`src/rtl/gbc_pkg.sv`:
```
// shared types and constants of the gyro bias calibrator
package gbc_pkg;

  // axes handled by the block
  localparam int NUM_AXES = 3;

  // configuration port
  localparam int PADDR_W = 3;
  localparam int PDATA_W = 32;
  localparam int CAL_W = 16;
  localparam logic REG_CAL_SAMPLES = 1'b0;
  localparam logic [CAL_W-1:0] CAL_SAMPLES_RESET = 16'd1024;

  // sample counter and divisor width
  localparam int COUNT_W = 16;

  typedef enum logic [1:0] {
    AXIS_ROLL,
    AXIS_PITCH,
    AXIS_YAW
  } axis_t;

  typedef enum logic [2:0] {
    ST_IDLE,
    ST_ACC,
    ST_DIV_LOAD,
    ST_DIV,
    ST_SUB,
    ST_OUT
  } state_t;

  // per-lane control from the sequencer
  typedef struct packed {
    logic load_add;
    logic load_sub;
    logic step;
    logic off_we;
  } lane_ctl_t;

endpackage

```
`src/rtl/gbc_serial_lane.sv`:
```
// one axis lane: bit-serial accumulator / subtractor with its offset register
module gbc_serial_lane #(
  parameter int SB = 16
) (
  input  logic                  clk,
  input  logic                  rst,
  input  gbc_pkg::lane_ctl_t    ctl,
  input  logic signed [SB-1:0]  sample,
  input  logic signed [SB-1:0]  off_value,
  output logic [SB+15:0]        acc_out
);
  import gbc_pkg::*;

  localparam int W = SB + COUNT_W;
  localparam int EXT = W - SB;

  logic [W-1:0]  acc;
  logic [W-1:0]  opd;
  logic [SB-1:0] offset;
  logic          carry;
  logic          sub_mode;
  logic          b_bit;
  logic          s_bit;
  logic          c_next;

  // one full-adder slice, operand inverted when subtracting
  always_comb begin
    b_bit  = opd[0] ^ sub_mode;
    s_bit  = acc[0] ^ b_bit ^ carry;
    c_next = (acc[0] & b_bit) | (acc[0] & carry) | (b_bit & carry);
  end

  // running sum (later the difference) and offset
  always_ff @(posedge clk) begin
    if (rst) begin
      acc    <= '0;
      offset <= '0;
    end else begin
      if (ctl.off_we) begin
        offset <= off_value;
      end
      if (ctl.load_sub) begin
        acc <= {{EXT{sample[SB-1]}}, sample};
      end else if (ctl.step) begin
        acc <= {s_bit, acc[W-1:1]};
      end
    end
  end

  // operand shift register, arithmetic shift keeps the sign
  always_ff @(posedge clk) begin
    if (ctl.load_sub) begin
      opd      <= {{EXT{offset[SB-1]}}, offset};
      carry    <= 1'b1;
      sub_mode <= 1'b1;
    end else if (ctl.load_add) begin
      opd      <= {{EXT{sample[SB-1]}}, sample};
      carry    <= 1'b0;
      sub_mode <= 1'b0;
    end else if (ctl.step) begin
      opd   <= {opd[W-1], opd[W-1:1]};
      carry <= c_next;
    end
  end

  assign acc_out = acc;

endmodule

```
`src/rtl/gbc_divider.sv`:
```
// shared restoring divider, one quotient bit per cycle, truncates toward zero
module gbc_divider #(
  parameter int SB = 16
) (
  input  logic                           clk,
  input  logic                           rst,
  input  logic                           start,
  input  logic [SB+15:0]                 dividend,
  input  logic [gbc_pkg::COUNT_W-1:0]    divisor,
  output logic                           done,
  output logic [SB-1:0]                  quotient
);
  import gbc_pkg::*;

  localparam int DW = SB + COUNT_W;
  localparam int CW = $clog2(DW);

  logic [DW-1:0]      dvd;
  logic [COUNT_W-1:0] rem;
  logic [CW-1:0]      cnt;
  logic               running;
  logic               neg;
  logic [COUNT_W:0]   rem_sh;
  logic [COUNT_W:0]   diff;
  logic               ge;
  logic [SB-1:0]      q_mag;

  // trial subtract of the shifted remainder
  always_comb begin
    rem_sh = {rem, dvd[DW-1]};
    diff   = rem_sh - {1'b0, divisor};
    ge     = rem_sh >= {1'b0, divisor};
  end

  // control
  always_ff @(posedge clk) begin
    if (rst) begin
      running <= 1'b0;
      done    <= 1'b0;
      cnt     <= '0;
    end else begin
      done <= running && (cnt == CW'(DW - 1));
      if (start) begin
        running <= 1'b1;
        cnt     <= '0;
      end else if (running) begin
        if (cnt == CW'(DW - 1)) begin
          running <= 1'b0;
        end
        cnt <= cnt + 1'b1;
      end
    end
  end

  // magnitude divide, quotient bits shift in behind the dividend
  always_ff @(posedge clk) begin
    if (start) begin
      neg <= dividend[DW-1];
      dvd <= dividend[DW-1] ? (~dividend + 1'b1) : dividend;
      rem <= '0;
    end else if (running) begin
      rem <= ge ? diff[COUNT_W-1:0] : rem_sh[COUNT_W-1:0];
      dvd <= {dvd[DW-2:0], ge};
    end
  end

  // restore the sign; the mean always fits the sample width
  assign q_mag    = dvd[SB-1:0];
  assign quotient = neg ? (~q_mag + 1'b1) : q_mag;

endmodule

```
`src/rtl/gyro_bias_calibrator_unit.sv`:
```
// top level of the gyro zero-rate bias calibrator
//
//  port group   dir  handshake             payload
//  ----------   ---  --------------------  ------------------------------------
//  input word   in   in_valid / in_ready   rate_roll, rate_pitch, rate_yaw
//  output word  out  out_valid / out_ready corrected_roll/_pitch/_yaw
//  config       in   psel/penable/pwrite   paddr, pwdata -> prdata, pready
//
//  the lanes are W = SAMPLE_BITS + 16 bits wide; a calibration word is added bit
//  by bit in the three bit-serial lanes, the word that ends calibration then
//  runs the shared divider for each axis in turn, one divider step per cycle,
//  and a correction word is subtracted bit by bit in the lanes' one-bit adders.
//  reset is synchronous; the block restarts calibration with zero sums.
//  a stalled output word holds in its register while the next word is worked on.
module gyro_bias_calibrator_unit #(
  parameter int SAMPLE_BITS = 16
) (
  input  logic                             clk,
  input  logic                             rst,
  input  logic                             in_valid,
  output logic                             in_ready,
  input  logic signed [SAMPLE_BITS-1:0]    rate_roll,
  input  logic signed [SAMPLE_BITS-1:0]    rate_pitch,
  input  logic signed [SAMPLE_BITS-1:0]    rate_yaw,
  output logic                             out_valid,
  input  logic                             out_ready,
  output logic signed [SAMPLE_BITS:0]      corrected_roll,
  output logic signed [SAMPLE_BITS:0]      corrected_pitch,
  output logic signed [SAMPLE_BITS:0]      corrected_yaw,
  input  logic                             psel,
  input  logic                             penable,
  input  logic                             pwrite,
  input  logic [gbc_pkg::PADDR_W-1:0]      paddr,
  input  logic [gbc_pkg::PDATA_W-1:0]      pwdata,
  output logic [gbc_pkg::PDATA_W-1:0]      prdata,
  output logic                             pready
);
  import gbc_pkg::*;

  localparam int SB = SAMPLE_BITS;
  localparam int W = SB + COUNT_W;
  localparam int CW = $clog2(W);

  state_t             state;
  state_t             state_next;
  axis_t              axis;
  logic [CW-1:0]      cnt;
  logic [CAL_W-1:0]   cal_samples;
  logic [COUNT_W-1:0] seen;
  logic               is_ready;
  logic               finish;
  logic               accept;
  logic               last_bit;
  logic               out_load;
  logic               div_start;
  logic               div_done;
  logic [SB-1:0]      div_q;
  logic [COUNT_W-1:0] target;
  logic [COUNT_W-1:0] seen_inc;
  logic               cfg_we;
  lane_ctl_t          lane_ctl [NUM_AXES];
  logic [SB-1:0]      lane_in  [NUM_AXES];
  logic [W-1:0]       lane_acc [NUM_AXES];

  // configuration register
  assign pready = 1'b1;
  assign cfg_we = psel && penable && pwrite && pready
                  && (paddr[PADDR_W-1:2] == REG_CAL_SAMPLES);

  always_ff @(posedge clk) begin
    if (rst) begin
      cal_samples <= CAL_SAMPLES_RESET;
    end else if (cfg_we) begin
      cal_samples <= pwdata[CAL_W-1:0];
    end
  end

  always_comb begin
    prdata = '0;
    if (paddr[PADDR_W-1:2] == REG_CAL_SAMPLES) begin
      prdata = {{(PDATA_W - CAL_W){1'b0}}, cal_samples};
    end
  end

  // a count of zero acts as one
  assign target   = (cal_samples == '0) ? COUNT_W'(1) : cal_samples;
  assign seen_inc = seen + 1'b1;
  assign last_bit = (cnt == CW'(W - 1));

  // next state
  always_comb begin
    state_next = state;
    case (state)
      ST_IDLE: begin
        if (in_valid) begin
          state_next = is_ready ? ST_SUB : ST_ACC;
        end
      end
      ST_ACC: begin
        if (last_bit) begin
          state_next = finish ? ST_DIV_LOAD : ST_IDLE;
        end
      end
      ST_DIV_LOAD: state_next = ST_DIV;
      ST_DIV: begin
        if (div_done) begin
          state_next = (axis == AXIS_YAW) ? ST_IDLE : ST_DIV_LOAD;
        end
      end
      ST_SUB: begin
        if (last_bit) begin
          state_next = ST_OUT;
        end
      end
      ST_OUT: begin
        if (!out_valid || out_ready) begin
          state_next = ST_IDLE;
        end
      end
      default: state_next = ST_IDLE;
    endcase
  end

  // sequencer outputs
  always_comb begin
    in_ready  = (state == ST_IDLE);
    accept    = in_valid && (state == ST_IDLE);
    div_start = (state == ST_DIV_LOAD);
    out_load  = (state == ST_OUT) && (!out_valid || out_ready);
    for (int a = 0; a < NUM_AXES; a++) begin
      lane_ctl[a].load_add = accept && !is_ready;
      lane_ctl[a].load_sub = accept && is_ready;
      lane_ctl[a].step     = (state == ST_ACC) || (state == ST_SUB);
      lane_ctl[a].off_we   = (state == ST_DIV) && div_done && (axis == axis_t'(a));
    end
  end

  // control registers
  always_ff @(posedge clk) begin
    if (rst) begin
      state    <= ST_IDLE;
      axis     <= AXIS_ROLL;
      cnt      <= '0;
      seen     <= '0;
      is_ready <= 1'b0;
      finish   <= 1'b0;
    end else begin
      state <= state_next;
      if ((state == ST_ACC) || (state == ST_SUB)) begin
        cnt <= cnt + 1'b1;
      end else begin
        cnt <= '0;
      end
      if (accept) begin
        axis <= AXIS_ROLL;
        if (!is_ready) begin
          seen   <= seen_inc;
          finish <= (seen_inc >= target);
        end
      end
      if ((state == ST_DIV) && div_done) begin
        if (axis == AXIS_YAW) begin
          is_ready <= 1'b1;
        end else begin
          axis <= axis_t'(axis + 1'b1);
        end
      end
    end
  end

  // output word register
  always_ff @(posedge clk) begin
    if (rst) begin
      out_valid <= 1'b0;
    end else if (out_load) begin
      out_valid <= 1'b1;
    end else if (out_ready) begin
      out_valid <= 1'b0;
    end
  end

  always_ff @(posedge clk) begin
    if (out_load) begin
      corrected_roll  <= lane_acc[AXIS_ROLL][SB:0];
      corrected_pitch <= lane_acc[AXIS_PITCH][SB:0];
      corrected_yaw   <= lane_acc[AXIS_YAW][SB:0];
    end
  end

  // axis lanes
  assign lane_in[AXIS_ROLL]  = rate_roll;
  assign lane_in[AXIS_PITCH] = rate_pitch;
  assign lane_in[AXIS_YAW]   = rate_yaw;

  for (genvar g = 0; g < NUM_AXES; g++) begin : g_lane
    gbc_serial_lane #(
      .SB (SB)
    ) u_lane (
      .clk       (clk),
      .rst       (rst),
      .ctl       (lane_ctl[g]),
      .sample    (lane_in[g]),
      .off_value (div_q),
      .acc_out   (lane_acc[g])
    );
  end

  // shared divider, one axis after another
  gbc_divider #(
    .SB (SB)
  ) u_div (
    .clk      (clk),
    .rst      (rst),
    .start    (div_start),
    .dividend (lane_acc[axis]),
    .divisor  (seen),
    .done     (div_done),
    .quotient (div_q)
  );

  // checks
  a_no_out_while_cal: assert property (@(posedge clk) disable iff (rst)
    !is_ready |-> !out_valid)
    else $error("output word while calibrating");

  a_div_only_cal: assert property (@(posedge clk) disable iff (rst)
    (state == ST_DIV_LOAD) |-> !is_ready)
    else $error("divider started after calibration");

  a_done_in_div: assert property (@(posedge clk) disable iff (rst)
    div_done |-> (state == ST_DIV))
    else $error("divider result outside divide phase");

  a_ready_to_idle: assert property (@(posedge clk) disable iff (rst)
    $rose(is_ready) |-> (state == ST_IDLE) && (axis == AXIS_YAW))
    else $error("calibration ended in wrong phase");

endmodule
```
`config.mk`:
```
export PLATFORM = sky130hd
export DESIGN_NAME = gyro_bias_calibrator_unit
export DESIGN_NICKNAME = d
export VERILOG_FILES = /design/src/rtl/gbc_pkg.sv /design/src/rtl/gbc_serial_lane.sv /design/src/rtl/gbc_divider.sv /design/src/rtl/gyro_bias_calibrator_unit.sv
export SDC_FILE = /design/constraint.sdc
export NUM_CORES = 1
export LEC_CHECK = 0
export BUFFER_PORTS_ARGS = -buffer_cell sky130_fd_sc_hd__buf_2
export CAP_MARGIN = 20
export CORE_ASPECT_RATIO = 0.7
export CORE_MARGIN = 4
export CORE_UTILIZATION = 60
export DETAILED_ROUTE_END_ITERATION = 7
export PLACE_DENSITY = 0.8
export SKIP_LAST_GASP = 1
export SYNTH_ARGS = -nofsm -noshare
export SYNTH_HDL_FRONTEND = slang
export SYNTH_HIERARCHICAL = 1
export SYNTH_SLANG_ARGS = --single-unit
```
`constraint.sdc`:
```
create_clock -name clk -period 6.5 [get_ports clk]
set_clock_uncertainty 0.1 [all_clocks]
set_input_delay 1.95 -clock clk [delete_from_list [all_inputs] [get_ports clk]]
set_output_delay 1.95 -clock clk [all_outputs]
set_load 0.005 [all_outputs]
```
==> impl_metrics.json, run 1 <==
{
  "power_leakage_nw": 8.01,
  "num_vias": 15300,
  "finalCritPeriodShare": 0.695,
  "cp.arrival_ps": 2470,
  "root_buffer": "clkbuf_16",
  "critPathMaxStageDelay_ps": 190,
  "dieWidth_um": 228,
  "wl_per_cell_um": 20.4,
  "p_int_mw": 5.34,
  "worstRegToRegCells": 9,
  "min-delay-start": "cal_samples[14]",
  "drt-vias-per-instance": 6.08,
  "synth_cells": 1975,
  "status": "completed",
  "min_to": "cal_samples[14]",
  "ys_warn_count": 6,
  "crit_path_cell_trace": "buf_2 > nor2_1 > buf_2",
  "fin_crit_ps": 4520,
  "switching_share": 0.325,
  "critPathSlowestCell": "buf_2",
  "ys.flop_type": "dfxtp_1",
  "synth_top_family_by_area": "simple AND/OR/NAND/NOR gates",
  "hold_path.class": "register to register",
  "rsz0062_at_grt": "false",
  "setup_tns_ps": 0,
  "ys_types": 75,
  "p_sw_mw": 2.58,
  "grt.total_usage": 0.264,
  "diodes": 0,
  "cts_buffers": 39,
  "worstMarginPinSlew_ps": 1020,
  "synth_xor_area_frac": 0.0380,
  "fp.dieH_um": 162,
  "power_frac_seq": 0.427,
  "core_sq_um": 33400,
  "ys_seq_elements": 398,
  "endpoint_kind": "primary output",
  "ioPinCount": 176,
  "startpoint_type": "input port",
  "instances_no_fill": 2510,
  "mostFrequentLayoutCells": "mux2i_1 (224), dfxtp_1 (217), edfxtp_1 (180), nand2_1 (160), nor2_1 (158)",
  "syn_avg_cell_area_sq_um": 10.3,
  "crit_type": "input port to primary output",
  "cts_tree": "yes",
  "finalSetupViolCount": 0,
  "peakVddDrop_v": 0.000199,
  "powerDensity_nw_per_um2": 356,
  "final_net_count": 2178,
  "cap_violations": 0,
  "seq_area_frac_synth": 0.481,
  "max_slew_margin": 0.318,
  "holdWs_ps": 373,
  "final_max_slew_viol_count": 0,
  "start_util": 0.607,
  "grt_pass1_vias": 14300,
  "whs_path_depth": 2,
  "clkLatencyLatePin_ps": 540,
  "cp_num_buf_inv": 2,
  "timing.final.ws_setup_ps": 1980,
  "drtIter0Drc": 1877,
  "path_clk_slew_ps": 60,
  "required_ps": 4450,
  "synth_compound_area_frac": 0.137,
  "cts_resized": 0,
  "placedCellCount": 2436,
  "synth_area_sq_um": 20300,
  "grt_pass1_wl_um": 78900,
  "row_count": 56,
  "pre_cts_slack_ps": 1550,
  "fmax_mhz": 221,
  "synth_simple_gate_area_share": 0.144,
  "layout-drive-gt1-share": 0.145,
  "post_cts_buffers": 0,
  "die-area_sq_um": 36900,
  "grt_max_degree": 101,
  "cts.sinks": 398,
  "grt-ovfl-total": 0,
  "rrSetupSlack_ps": 2410,
  "postRouteAntennaNets": 0,
  "drt_wl_total_um": 51100,
  "synth_edf_count": 180,
  "synthAdderAreaFrac": 0.0280,
  "synth-async-reset-ratio": 0,
  "p_clk_frac": 0.294,
  "antenna_found_initial": 0,
  "area_delta_synth_final_pct": 9.58,
  "drcViolationCount": 0,
  "layout_commonest_cell": "mux2i_1",
  "comb_power_share": 0.279,
  "h-tree-depth": 2,
  "dpl.hpwl_um": 35200,
  "hold_viol_final": 0,
  "drtPass1Iterations": 5,
  "io_buffers": 140,
  "fin_util": 0.666,
  "crit_top_cell": "buf_2",
  "rr_endpoint": "u_div/dvd[28]",
  "gp_congestion": 0.916,
  "path_delay_family": "buffers and inverters",
  "critPathMaxFanout": 18,
  "synthMuxAreaShare": 0.110,
  "cts_hold_buf": 0,
  "cts_max_path_buffers": 3,
  "reg2reg_from": "axis[0]",
  "critPathLaunch": "paddr[2]"
}
==> registers in the layout, summed over array words and instances (netlist names), 16 cells and up <==
register / count
g_lane.u_lane/acc_out: 96
g_lane.u_lane/opd: 96
g_lane.u_lane/offset: 48
u_div/dvd: 32
corrected_pitch: 17
corrected_roll: 17
corrected_yaw: 17
cal_samples: 16
seen: 16
u_div/rem: 16
==> power by group through the flow <==
stage / Clock (mW) / Combinational [mW] / Sequential (mW)
2_1_floorplan: 0 / 1.73 / 3.35
3_3_place_gp: 0 / 2.07 / 3.40
3_5_place_dp: 0 / 2.14 / 3.42
4_1_cts: 2.35 / 2.16 / 3.37
5_1_grt: 2.46 / 2.41 / 3.41
6_report: 2.33 / 2.21 / 3.38
==> worst max-delay path by stage <==
stage / to / slack [ps] / depth (start not counted)
2_1_floorplan: prdata[10] / 1910 / 3
3_3_place_gp: g_lane[0].u_lane/opd[21] / 1620 / 6
3_5_place_dp: g_lane[0].u_lane/opd[16] / 1550 / 6
4_1_cts: prdata[10] / 1980 / 3
5_1_grt: g_lane[0].u_lane/opd[30] / 1860 / 6
6_report: prdata[10] / 1980 / 3
==> final cells by class <==
type                            count  area [sq um]
Clock buffer                       55          1180
Clock inverter                     16           131
Fill cell                        2555         11200
Inverter                           59           221
Multi-Input combinational cell   1378          9400
Sequential cell                   398          9770
Tap cell                          435           544
Timing Repair Buffer              169          1000
==> synthesized netlist by cell type, drive strengths merged (39+ instances only) <==
master | count | share of area
o21ai | 122 | 0.030
mux2i | 224 | 0.11
buf | 102 | 0.040
nand2b | 60 | 0.018
nor2b | 59 | 0.019
a211oi | 99 | 0.044
dfxtp | 218 | 0.21
edfxtp | 180 | 0.27
nor2 | 161 | 0.031
ha | 39 | 0.024
inv | 59 | 0.011
xor2 | 50 | 0.022
clkbuf | 53 | 0.0099
a21oi | 127 | 0.032
nand2 | 160 | 0.030
==> kinds of logic after synthesis <==
| logic type | Yosys count |
|---|---|
| buf+inv | 214 |
| fa+ha+maj | 43 |
| xor+xnor | 88 |
| compound gates | 421 |
| mux | 224 |
| other cells | 2 |
| flops | 398 |
| simple gates | 585 |
==> tightest hold or removal path: cells and delay by family (launching register included) <==
kind,cells,cell delay (ps)
AOI/OAI and AO/OA,1,50
DFF,1,320
and+or+nand+nor,1,60
==> stage by stage <==
step	power [mW]	cell area [sq um]
2_1_floorplan	5.08	20400
3_3_place_gp	5.48	20800
3_5_place_dp	5.57	20900
4_1_cts	7.89	22200
5_1_grt	8.29	22200
6_report	7.91	22200
==> routing by layer <==
layer | routed length (um) | vias to the layer above | share of wire | track usage
met5 | 0 | - | 0 | 0
met1 | 23400 | 7378 | 0.46 | 0.403
met2 | 21700 | 637 | 0.43 | 0.387
li1 | - | 7165 | - | -
met3 | 4860 | 87 | 0.095 | 0.0552
met4 | 1090 | 0 | 0.021 | 0.0648
(Power assumes the default switching activity.)
==> run 2, diff against run 1 <==
ABC_AREA = 1   (was not set)
CORE_UTILIZATION = 55   (was 60)
PLACE_DENSITY = 0.77   (was 0.8)
clock period = 3.8 ns   (was 6.5 ns; I/O delays follow)
==> run 2 against run 1 <==
Synthesized cell count up 35%. Critical path depth is 10 higher. Synthesized area increased by 0.92%. Non-clock buffer count is 5 higher. Sequential power grew 83%. Global-route usage grew 0.27 points. Clock power increased by 79%. Critical path type is now register to register. Largest cell class unchanged.
==> impl_metrics.json, run 2 <==
{
  "ys.flop_type": "dfxtp_1",
  "synth_most_common_cell": "nand2_1",
  "synth_commonest_cells": "nand2_1 (761), inv_1 (298), nand3_1 (278)",
  "synth_top_area_frac": 0.264,
  "diodes": 0,
  "num_vias": 18200,
  "ys_warn_count": 6,
  "status": "completed",
  "powerDensity_nw_per_um2": 690,
  "root_buffer": "clkbuf_16",
  "dpl.hpwl_um": 40300,
  "peakVddDrop_v": 0.000463,
  "critPathLaunch": "axis[0]",
  "drt_wl_total_um": 56200,
  "p_int_mw": 9.78,
  "hold_viol_final": 0,
  "rrSetupSlack_ps": 770,
  "required_ps": 3960,
  "rr_endpoint": "u_div/dvd[23]",
  "drcViolationCount": 0,
  "dieWidth_um": 239,
  "drtPass1Iterations": 7,
  "cts_max_path_buffers": 3,
  "ys_types": 46,
  "grt_pass1_vias": 16400,
  "ioPinCount": 176,
  "fin_crit_ps": 3030,
  "reg2reg_from": "axis[0]",
  "power_leakage_nw": 11.1,
  "cap_violations": 0,
  "switching_share": 0.373,
  "grt_pass1_wl_um": 87500,
  "grt.total_usage": 0.267,
  "comb_power_share": 0.335,
  "cts.sinks": 398,
  "endpoint_kind": "register",
  "crit_type": "register to register",
  "fin_total_pwr_mw": 15.6,
  "hold_path.class": "register to register",
  "wl_per_cell_um": 17.3,
  "power_frac_seq": 0.398,
  "mostFrequentLayoutCells": "nand2_1 (760), inv_1 (298), nand3_1 (278), nor2_1 (268), dfxtp_1 (218)",
  "final_net_count": 2876,
  "path_clk_slew_ps": 60,
  "p_clk_frac": 0.267,
  "final_max_slew_viol_count": 0,
  "fp.dieH_um": 169,
  "finalSetupViolCount": 0,
  "layout-drive-gt1-share": 0.102,
  "antenna_found_initial": 0,
  "grt-ovfl-total": 0,
  "setup_tns_ps": 0,
  "gp_congestion": 0.994,
  "cts_resized": 0,
  "max_slew_margin": 0.327,
  "cp.arrival_ps": 3200,
  "drt-vias-per-instance": 5.59,
  "finalCritPeriodShare": 0.798,
  "clkLatencyLatePin_ps": 550,
  "ys_seq_elements": 398,
  "worstRegToRegCells": 13,
  "core_sq_um": 36400,
  "row_count": 58,
  "start_util": 0.564,
  "h-tree-depth": 2,
  "synthTopCellsByArea": "edfxtp_1 (26%), dfxtp_1 (21%), nand2_1 (14%), nand3_1 (6.8%), inv_1 (5.5%)",
  "rsz0062_at_grt": "false",
  "cts_buffers": 40,
  "seq_area_frac_synth": 0.477,
  "drtIter0Drc": 2478,
  "post_cts_buffers": 0,
  "synth_cells": 2659,
  "fmax_mhz": 330,
  "grt_max_degree": 65,
  "p_sw_mw": 5.81,
  "synth-async-reset-ratio": 0,
  "worstMarginPinSlew_ps": 1000,
  "crit_end": "u_div/dvd[23]",
  "postRouteAntennaNets": 0,
  "startpoint_type": "register",
  "synth_area_sq_um": 20500,
  "synth_edf_count": 180,
  "syn_avg_cell_area_sq_um": 7.71,
  "cts_hold_buf": 0,
  "layout_commonest_cell": "nand2_1",
  "io_buffers": 140,
  "synth_largest_area_cell": "edfxtp_1",
  "cts_tree": "yes",
  "area_delta_synth_final_pct": 10.2,
  "die-area_sq_um": 40500,
  "critPathMaxFanout": 16
}
run 2: how the worst min path moves through the flow:
stage | cells past startpoint | startpoint | slack, ps | endpoint
3_5_place_dp | 2 | g_lane[1].u_lane/sub_mode | 350 | g_lane[1].u_lane/sub_mode
2_1_floorplan | 1 | cnt[0] | 320 | cnt[0]
3_3_place_gp | 1 | cnt[0] | 330 | cnt[0]
4_1_cts | 2 | g_lane[1].u_lane/sub_mode | 360 | g_lane[1].u_lane/sub_mode
5_1_grt | 1 | cnt[0] | 370 | cnt[0]
6_report | 1 | cnt[0] | 350 | cnt[0]
run 2: routing by layer:
layer	track usage	vias to the layer above	share of wire
met3	0.0835	87	0.13
met2	0.369	930	0.41
met1	0.408	8477	0.44
met5	0	-	0
met4	0.0633	0	0.019
li1	-	8715	-
run 2: final cells by class:
type                            instances  area (sq um)
Timing Repair Buffer                  174           968
Inverter                              309          1160
Fill cell                            3124         13800
Sequential cell                       398          9770
Multi-Input combinational cell       1820          8690
Clock inverter                         21           302
Clock buffer                           53          1080
Tap cell                              480           601
run 2: per-stage QoR:
step | area [sq um] | std cells | util | hold WS (ps) | worst slack, ps
3_5_place_dp | 21200 | 3180 | 0.583 | 351 | 682
4_1_cts | 22600 | 3254 | 0.621 | 360 | 875
2_1_floorplan | 20500 | 2674 | - | 318 | 741
5_1_grt | 22600 | 3255 | 0.621 | 373 | 482
6_report | 22600 | 3255 | 0.621 | 354 | 766
3_3_place_gp | 21200 | 3180 | 0.583 | 329 | 693
run 2: cells by family after synthesis:
family	count (synthesis)	synth area share
AND/OR/NAND/NOR	1394	0.287
buffers and inverters	456	0.103
flip-flops	398	0.477
AO/OA/AOI/OAI	320	0.0847
XOR/XNOR	46	0.0197
adder cells (fa/ha/maj)	43	0.0277
other	2	0.000367
run 2: power groups by stage:
| stage | logic [mW] | clock network (mW) | registers [mW] |
|---|---|---|---|
| detailed placement | 5.05 | 0 | 6.27 |
| floorplan | 3.97 | 0 | 6.13 |
| CTS | 5.09 | 4.24 | 6.19 |
| global route | 5.80 | 4.41 | 6.27 |
| finish | 5.22 | 4.16 | 6.20 |
| global placement | 4.91 | 0 | 6.24 |
run 2: critical path, stage by stage (launching register included):
cell and delay, ps:
dfxtp_1 370, inv_1 90, nor2_2 640, buf_4 300, buf_4 200, nand2_1 120
nand3_1 190, inv_1 110, nand3_1 120, nor2_1 60, nand3_1 60, nand2_1 130
xor2_1 160, o21ai_0 100
==> run 3, diff against run 2 <==
ABC_AREA = 0   (was 1)
CORE_UTILIZATION = 60   (was 55)
PLACE_DENSITY = 0.8   (was 0.77)
clock period = 3.05 ns   (was 3.8 ns; I/O delays follow)
==> run 3 against run 2 <==
The run now ends with setup timing left. Hold slack worse by 3.9 ps. Cell count fell by 20%. First-iteration DRC count is 29% lower. Maximum frequency decreased by 2.1%. Flip-flop and latch count is the same. Core utilization up 7.8 points. Final area up 3.5%. Sequential share of layout area decreased by 1.4 points. Wire length down 5.8%.
==> impl_metrics.json, run 3 (synthesized netlist as in run 1, its figures left out) <==
{
  "critPathMaxFanout": 6,
  "cts.sinks": 398,
  "fin_util": 0.699,
  "antenna_found_initial": 0,
  "io_buffers": 140,
  "power_frac_seq": 0.416,
  "root_buffer": "clkbuf_16",
  "seq_area_sq_um": 9770,
  "postRouteAntennaNets": 0,
  "min-delay-start": "cnt[0]",
  "whs_path_depth": 1,
  "diodes": 0,
  "drtPass1Iterations": 6,
  "drt-vias-per-instance": 6.03,
  "ioPinCount": 176,
  "fin_crit_ps": 3100,
  "layout-drive-gt1-share": 0.200,
  "grt_pass1_vias": 14900,
  "violations": "setup timing",
  "p_int_mw": 11.6,
  "crit_type": "register to register",
  "p_clk_frac": 0.288,
  "hold_path.class": "register to register",
  "cts_max_path_buffers": 3,
  "drcViolationCount": 0,
  "finalCritPeriodShare": 1.02,
  "path_clk_slew_ps": 60,
  "finalSetupViolCount": 8,
  "critPathLaunch": "axis[0]",
  "endpoint_kind": "register",
  "startpoint_type": "register",
  "cp.arrival_ps": 3280,
  "switching_share": 0.325,
  "comb_power_share": 0.296,
  "cap_violations": 0,
  "drtIter0Drc": 1747,
  "min_to": "cnt[0]",
  "required_ps": 3230,
  "h-tree-depth": 2,
  "row_count": 56,
  "wl_per_cell_um": 20.3,
  "die-area_sq_um": 36900,
  "grt.total_usage": 0.278,
  "max_slew_margin": 0.385,
  "rr_endpoint": "u_div/dvd[25]",
  "num_vias": 15700,
  "status": "finished with violations",
  "reg2reg_from": "axis[0]",
  "place_area_sq_um": 21600,
  "cts_buffers": 39,
  "holdWs_ps": 350,
  "worstRegToRegCells": 11,
  "power_leakage_nw": 8.61,
  "final_net_count": 2274,
  "fill_cells": 2399,
  "area_delta_synth_final_pct": 15.0,
  "dieWidth_um": 228,
  "placedCellCount": 2522,
  "timing.final.ws_setup_ps": -48.3,
  "final_cell_area_sq_um": 23400,
  "mostFrequentLayoutCells": "dfxtp_1 (217), mux2i_1 (215), edfxtp_1 (180), nand2_1 (159), nor2_1 (157)",
  "start_util": 0.607,
  "p_sw_mw": 5.58,
  "cts_tree": "yes",
  "dpl.hpwl_um": 36600,
  "cts_hold_buf": 0,
  "hold_viol_final": 0,
  "grt-ovfl-total": 0,
  "fp.dieH_um": 162,
  "fmax_mhz": 323,
  "clkLatencyLatePin_ps": 550,
  "final_max_slew_viol_count": 0,
  "layout_commonest_cell": "dfxtp_1",
  "gp_congestion": 0.932,
  "rsz0062_at_grt": "true",
  "drt_wl_total_um": 53000,
  "peakVddDrop_v": 0.000552,
  "pre_cts_slack_ps": -22.7,
  "instances_no_fill": 2607,
  "multi_input_area_sq_um": 9660,
  "core_sq_um": 33400,
  "grt_pass1_wl_um": 83100,
  "grt_max_degree": 95,
  "powerDensity_nw_per_um2": 736,
  "rrSetupSlack_ps": -50,
  "worstMarginPinSlew_ps": 916
}
[run 3: worst max-delay path by stage]
stage,end,slack (ps),depth (start not counted)
6_report,u_div/dvd[25],-50,11
4_1_cts,u_div/dvd[29],-40,10
2_1_floorplan,g_lane[0].u_lane/opd[0],20,7
3_3_place_gp,g_lane[1].u_lane/acc_out[1],30,7
3_5_place_dp,u_div/dvd[29],-20,10
5_1_grt,u_div/dvd[17],-140,10
[run 3: worst max-delay path: stages (launching register included)]
cell,delay (ps)
dfxtp_4,430
buf_12,130
buf_12,150
mux2i_4,270
o21ai_2,90
or4_4,560
nor4_4,200
buf_4,200
nand3_4,90
o41ai_4,310
xor2_1,210
a21oi_1,90
[run 3: power by group through the flow]
stage	logic (mW)	registers [mW]	clock network, mW
floorplan	3.70	7.13	0
global placement	4.74	7.21	0
detailed placement	4.91	7.24	0
CTS	4.95	7.14	4.99
global route	5.52	7.23	5.23
finish	5.08	7.15	4.94
[run 3: metrics by stage]
stage	TNS, ps	power [mW]
final	-170	17.2
after global routing	-1180	18.0
after CTS	-65.3	17.1
after detailed placement	-27.9	12.2
after global placement	0	11.9
after floorplan	0	10.8
[run 3: timing repair]
| action | CTS | global route |
|---|---|---|
| pin swaps | 6 | 17 |
| gates resized for setup | 24 | 39 |
| endpoints found under the setup margin | 4 | 20 |
| setup buffers | 9 | 3 |
| cloned | 2 | 0 |
[run 3: final cells by class]
cell class,instances,share of cell area
Sequential cell,398,0.418
Tap cell,435,0.0233
Clock buffer,56,0.0482
Inverter,59,0.00948
Multi-Input combinational cell,1378,0.414
Timing Repair Buffer,265,0.0795
Clock inverter,16,0.00755
[run 3: layer usage]
metal	track usage	vias up	wire length [um]
met5	0	-	0
met2	0.415	717	22700
met1	0.417	7547	23900
li1	-	7362	-
met3	0.0607	87	5120
met4	0.0648	0	1230
